==> src/rtl/tetm_pkg.sv <==
`default_nettype none
// ----------------------------------------------------------------------------
// tetm_pkg
// Shared opcodes, error codes, word indexes and the saturating add of the transfer cost monitor.
// ----------------------------------------------------------------------------
package tetm_pkg;
    localparam logic [1:0] OP_LOG   = 2'd0;
    localparam logic [1:0] OP_READ  = 2'd1;
    localparam logic [1:0] OP_WRITE = 2'd2;

    localparam logic [1:0] ERR_OK    = 2'd0;
    localparam logic [1:0] ERR_ADDR  = 2'd1;
    localparam logic [1:0] ERR_CHAN  = 2'd2;
    localparam logic [1:0] ERR_BLEN  = 2'd3;

    localparam logic [6:0] ADDR_ENERGY = 7'd0;
    localparam logic [6:0] ADDR_TIME   = 7'd1;
    localparam int unsigned PARAM_BASE = 2;
    localparam int unsigned WPC        = 5;

    localparam logic [63:0] SAT64 = 64'hFFFF_FFFF_FFFF_FFFF;

    function automatic logic [63:0] sat_add(input logic [63:0] a, input logic [63:0] b);
        logic [64:0] s;
        s = {1'b0, a} + {1'b0, b};
        return s[64] ? SAT64 : s[63:0];
    endfunction
endpackage
`default_nettype wire

==> src/rtl/tetm_mul.sv <==
`default_nettype none
// ----------------------------------------------------------------------------
// tetm_mul
// Saturating 64x64 multiplier, 16 bits of b per cycle.
// ----------------------------------------------------------------------------
module tetm_mul (
    input  wire logic        i_clk,
    input  wire logic        i_rst_n,
    input  wire logic        i_start,
    input  wire logic [63:0] i_a,
    input  wire logic [63:0] i_b,
    output logic             o_done,
    output logic [63:0]      o_p
);
    logic [63:0]  r_a, r_b;
    logic [127:0] r_acc;
    logic [2:0]   r_cnt;
    logic         r_busy;
    logic [79:0]  w_pp;
    logic [127:0] w_sum;

    assign w_pp  = r_a * r_b[15:0];
    assign w_sum = r_acc + ({48'd0, w_pp} << (r_cnt[1:0] * 16));

    always_ff @(posedge i_clk) begin
        if (!i_rst_n) begin
            r_busy <= 1'b0;
            o_done <= 1'b0;
            r_cnt  <= '0;
        end else begin
            o_done <= 1'b0;
            if (i_start) begin
                r_busy <= 1'b1;
                r_a    <= i_a;
                r_b    <= i_b;
                r_acc  <= '0;
                r_cnt  <= '0;
            end else if (r_busy) begin
                r_acc <= w_sum;
                r_b   <= {16'd0, r_b[63:16]};
                r_cnt <= r_cnt + 3'd1;
                if (r_cnt == 3'd3) begin
                    r_busy <= 1'b0;
                    o_done <= 1'b1;
                end
            end
        end
    end

    assign o_p = (|r_acc[127:64]) ? tetm_pkg::SAT64 : r_acc[63:0];
endmodule
`default_nettype wire

==> config.mk <==
export PLATFORM = sky130hd
export DESIGN_NAME = tetm_mul
export DESIGN_NICKNAME = d
export VERILOG_FILES = /design/src/rtl/tetm_pkg.sv /design/src/rtl/tetm_mul.sv
export SDC_FILE = /design/constraint.sdc
export NUM_CORES = 2
export LEC_CHECK = 0
export ABC_AREA = 1
export BUFFER_PORTS_ARGS = -buffer_cell sky130_fd_sc_hd__buf_4
export CELL_PAD_IN_SITES_DETAIL_PLACEMENT = 1
export CELL_PAD_IN_SITES_GLOBAL_PLACEMENT = 2
export CORE_UTILIZATION = 41
export CTS_CLUSTER_SIZE = 28
export DETAILED_ROUTE_END_ITERATION = 16
export PLACE_DENSITY_LB_ADDON = 0.1
export SETUP_SLACK_MARGIN = 0.3
export SLEW_MARGIN = 20
export SYNTH_ARGS = -nofsm -noshare
export SYNTH_HDL_FRONTEND = slang
export SYNTH_SLANG_ARGS = --single-unit
==> constraint.sdc <==
create_clock -name i_clk -period 18.5 [get_ports i_clk]
set_input_delay 0.925 -clock i_clk [delete_from_list [all_inputs] [get_ports i_clk]]
set_output_delay 0.925 -clock i_clk [all_outputs]
set_load 0.02 [all_outputs]
Word level (Yosys, flattened, before mapping) --
Cells that the tools add are included.
Word-level totals: flip-flop bits (word level) 261, input port bits 131, output and inout bits 65
Operators by class: add/subtract/negate cells 2, multiply operators 1, equality and inequality tests 1, shifts and indexed selects 1, mux-type cells 8, bitwise gates (word level) 2, reduce and logical (&&, ||, !) cells 6
Operator list (number):
- 64-bit 2-to-1 mux | 3
- 128-bit adder | 1
- 128-bit 2-to-1 mux | 1
- 80-bit by 6-bit left shift with 128-bit output | 1
- 64-bit by 16-bit multiplier with 80-bit output | 1
- 64-bit OR reduction | 1
- 1-bit 2-to-1 mux | 4
- 2-bit AND reduction | 2
- 3-bit by 1-bit adder with 3-bit output, second input constant | 1
- 3-bit by 2-bit == test with 1-bit output, second input constant | 1
- 3-bit OR reduction | 1
- 1-bit NOT | 2
- 2-bit nonzero test | 1
- 2-bit OR reduction | 1

Depth between registers and ports, before layout --
depth in word-level cells 4, gate-level depth with buffers 49, mapped depth without buffers 47

Worst setup path after synthesis --
OpenSTA, ideal clock, no wires.
kind register to register, start register r_b[7], end register r_acc[113], data pin, library setup time 0.255 ns, arrival time 7.280 ns, path slack 10.966 ns, cell stages (with the launch flop) 37, buffers on the path 2, cells stage by stage edfxtp_1 -> clkbuf_1 -> clkbuf_1 -> nand2_1 -> fa_1 -> inv_1 -> fa_1 -> inv_1 -> fa_1 -> inv_1 -> fa_1 -> fa_1 -> inv_1 -> fa_1 -> inv_1 -> ha_1 -> a21oi_1 -> o21ai_0 -> o21bai_1 -> a21o_1 -> nand2_1 -> nand2_1 -> xor2_1 -> or2_2 -> nand3_1 -> o21ai_0 -> ha_1 -> nand2_1 -> nor2_1 -> inv_1 -> nor2_1 -> nand2_1 -> nor4_1 -> a21o_1 -> nand3_1 -> a21oi_1 -> nor2_1
Between the ends: cells in the longest elaborated chain, start to end 4
Ends and longest elaborated chain:
- start, declared | line tetm_mul.sv:15 | logic [63:0] r_a, r_b;
- start signal, assigned | line tetm_mul.sv:35 | r_b <= i_b;
- start signal, assigned | line tetm_mul.sv:40 | r_b <= {16'd0, r_b[63:16]};
- 64-bit by 16-bit multiplier with 80-bit output | line tetm_mul.sv:22 | assign w_pp = r_a * r_b[15:0];
- 80-bit by 6-bit left shift with 128-bit output | line tetm_mul.sv:23 | assign w_sum = r_acc + ({48'd0, w_pp} << (r_cnt[1:0] * 16));
- 128-bit adder | line tetm_mul.sv:23
- 128-bit 2-to-1 mux | line tetm_mul.sv:38 | end else if (r_busy) begin
- end signal, assigned | line tetm_mul.sv:39 | r_acc <= w_sum;
- end, declared | line tetm_mul.sv:16 | logic [127:0] r_acc;
No other way between the ends. The select of a mux whose other input is x is not followed. A chain may end at the register's enable or synchronous reset.

Worst setup path after layout --
start register r_b[4], end register r_acc[109], data pin
The elaborated chain is that of the path after synthesis.

==> impl_results.md <==
* Outcome: finished, final reports clean
* Vias per cell at roughly 5.3
* Critical path's largest stage delay at about 650 ps
* Count leader, synth: nand2_1
* GPL Wtd Cong at around 1.0
* Largest net degree at the start of global routing at 94
* Root Buffer: clkbuf_16
* Starting density of the core at between 40 and 50%
* First-pass DRT Iterations at 6
* Vias at 51,700
* Crit path launch: r_b[4]
* Async SR Flop Fraction at 0%
* Post-route DRC at 0
* Top cells by area, synth: fa_1 (31%), nand2_1 (14%), edfxtp_1 (14%)
* CP max-delay cell: buf_4
* Worst hold path type: in2reg
* CTS tree: built
* H-tree depth at 2
* Routed Antenna Nets at 0
* Setup Fix Bufs, Post-CTS at 0
* Ports at 196
* Worst Setup End Kind: flip-flop
* Row cnt at approximately 140
* Cell area after synthesis at ~56,000 um2
* Nets at 9,150
* Sinks on the clock net at around 260
* Worst-skew pair later-pin latency at approximately 700 ps
* Max FO, Critical Path at 57
* Die area at roughly 140,000 um2
* Gr usage total at 33.9%
* Final setup vio count at 0
* Worst Max-Slew Pin Slew at 1170 ps
* Die Y-Extent at between 300 and 400 um
* RR Startpoint: r_b[4]
* Avg Cell Area, Syn at approximately 7.1 um2
* Post-synth EDFFs at 256
* Worst-path clk slew at 60 ps
* Number of global-route vias before repair at between 50,000 and 60,000
* Setup CP Type: reg2reg
* Distinct cell type count after synthesis at 49
* Area Overhead vs Synth at 7.34%
* Prevailing post-synth register cell: edfxtp_1
* Core area at approximately 140,000 um2
* RSZ-0062 raised after global routing: false
* Die W at ~370 um
* Seq/Total Area, Yosys at 13.9%
* Critical path startpoint category: flip-flop
* Cell taking the most area after synthesis: fa_1
* Syn nets at about 9,200
* Final Hold Violating Endpoints at 0
* First-pass GRT wire length at 347,000 um
* DR iter-0 viols at between 3,000 and 4,000
* Critical Path AT at ~11,000 ps
* IO buf count at approximately 200
* Max-Slew Margin vs Limit at between 20 and 25%
* Gate Count Post-Synth at 7,911
* Layout cells sized above 1 at 4.47%
* FF+latch count, synth at ~260
* Clk_skew at approximately 44 ps
* Max Clk Rate at around 94 MHz
* CP dominant cell by count: inv_1
* Synth cell count leaders: nand2_1 (2,083), inv_1 (1,880), fa_1 (867), nor2_1 (710), a21oi_1 (466)
* WL per Instance at roughly 24 um
* Ys Warns at 0
* Final slew viol count at 0
* Hold_sp: i_a[62]
* Top cell type's share of synthesized area at a little under a third
* Max Cap Viol at 0
* Total grt overflow at 0
* Fin crit share at between 50% and 60%
* Required time worst endpoint at between 15,000 and 20,000 ps
* Clock Path Buffers at 3
* Final wirelength at ~230,000 um
* Antenna violations before repair at 0
* Crit path time final at between 10,000 and 15,000 ps
* Final setup TNS at 0 ps
* Num CTS Buffers at 40
* Hold Buf Count CTS at 0
* Placed wire-length estimate at a little under 200,000 um
* CTS resizes at 0
final cells by class:
cell class,instances,area (um2)
clock inverter,22,265
tap,1781,2230
antenna,1,2.50
sequential,261,7790
multi-input combinational,5448,39800
clock buffer,48,1030
timing repair buffer,229,1720
inverter,1891,7100
fill,17300,75400
cells in the final DEF, fill, tap and decap left out, types with 229 or more instances in the layout:
master       n
ha_1       281
nor2_1     710
a21oi_1    466
fa_1       867
nand3_1    278
o21ai_0    354
inv_1     1878
edfxtp_1   256
buf_4      229
nand2_1   2082
worst max-delay path, delay by kind of cell, from the launching register on:
kind / cells / cell delay (ps)
AOI/OAI and AO/OA: 6 / 1960
DFF: 1 / 540
adders and majority gates: 8 / 4010
and+or+nand+nor: 14 / 2530
buffers and inverters: 9 / 1180
sequential cells by signal, indices dropped and copies added (netlist names):
register and count:
r_acc 128, r_a 64, r_b 64, r_busy 1
r_cnt 3, o_done 1
through the flow:
| step | setup slack [ps] | hold slack, ps | util, % | cells | cell area [um2] |
|---|---|---|---|---|---|
| 2_1_floorplan | 10970 | 478 | - | 7911 | 55800 |
| 3_3_place_gp | 8150 | 487 | 43.3 | 9610 | 58600 |
| 3_5_place_dp | 8140 | 497 | 43.3 | 9610 | 58600 |
| 4_1_cts | 8100 | 396 | 44.3 | 9680 | 59900 |
| 5_1_grt | 7520 | 428 | 44.3 | 9680 | 59900 |
| 6_report | 7910 | 436 | 44.3 | 9681 | 59900 |
logic make-up (layout without fill, tap and decap cells):
| kind of cell | after synthesis | after routing | synth area share [%] |
|---|---|---|---|
| AOI/OAI and AO/OA | 1039 | 1039 | 10.2 |
| muxes | 1 | 1 | 0.0179 |
| DFF | 261 | 261 | 13.9 |
| and+or+nand+nor | 3224 | 3224 | 23.0 |
| other | 0 | 1 | 0 |
| xor gates and xnor gates | 36 | 36 | 0.565 |
| adders and majority gates | 1148 | 1148 | 37.4 |
| buffers and inverters | 2202 | 2190 | 14.8 |
worst paths after layout:
kind	to	slack (ps)	cells past startpoint
setup / recovery	r_acc[109]	7910	37
hold / removal	r_a[62]	440	1
setup reg to reg	r_acc[109]	7910	37
hold reg to reg	r_b[44]	510	2
layer usage:
metal / global-route usage [%] / vias to the layer above / wire length [um]
li1: - / 23700 / -
met5: 0 / - / 0
met1: 44.1 / 26300 / 101000
met3: 3.24 / 371 / 10200
met2: 57.5 / 1345 / 110000
met4: 14.1 / 0 / 10800
Power is not shown: default switching activity piles up to over one toggle a cycle in this logic, so the estimate is an artifact.
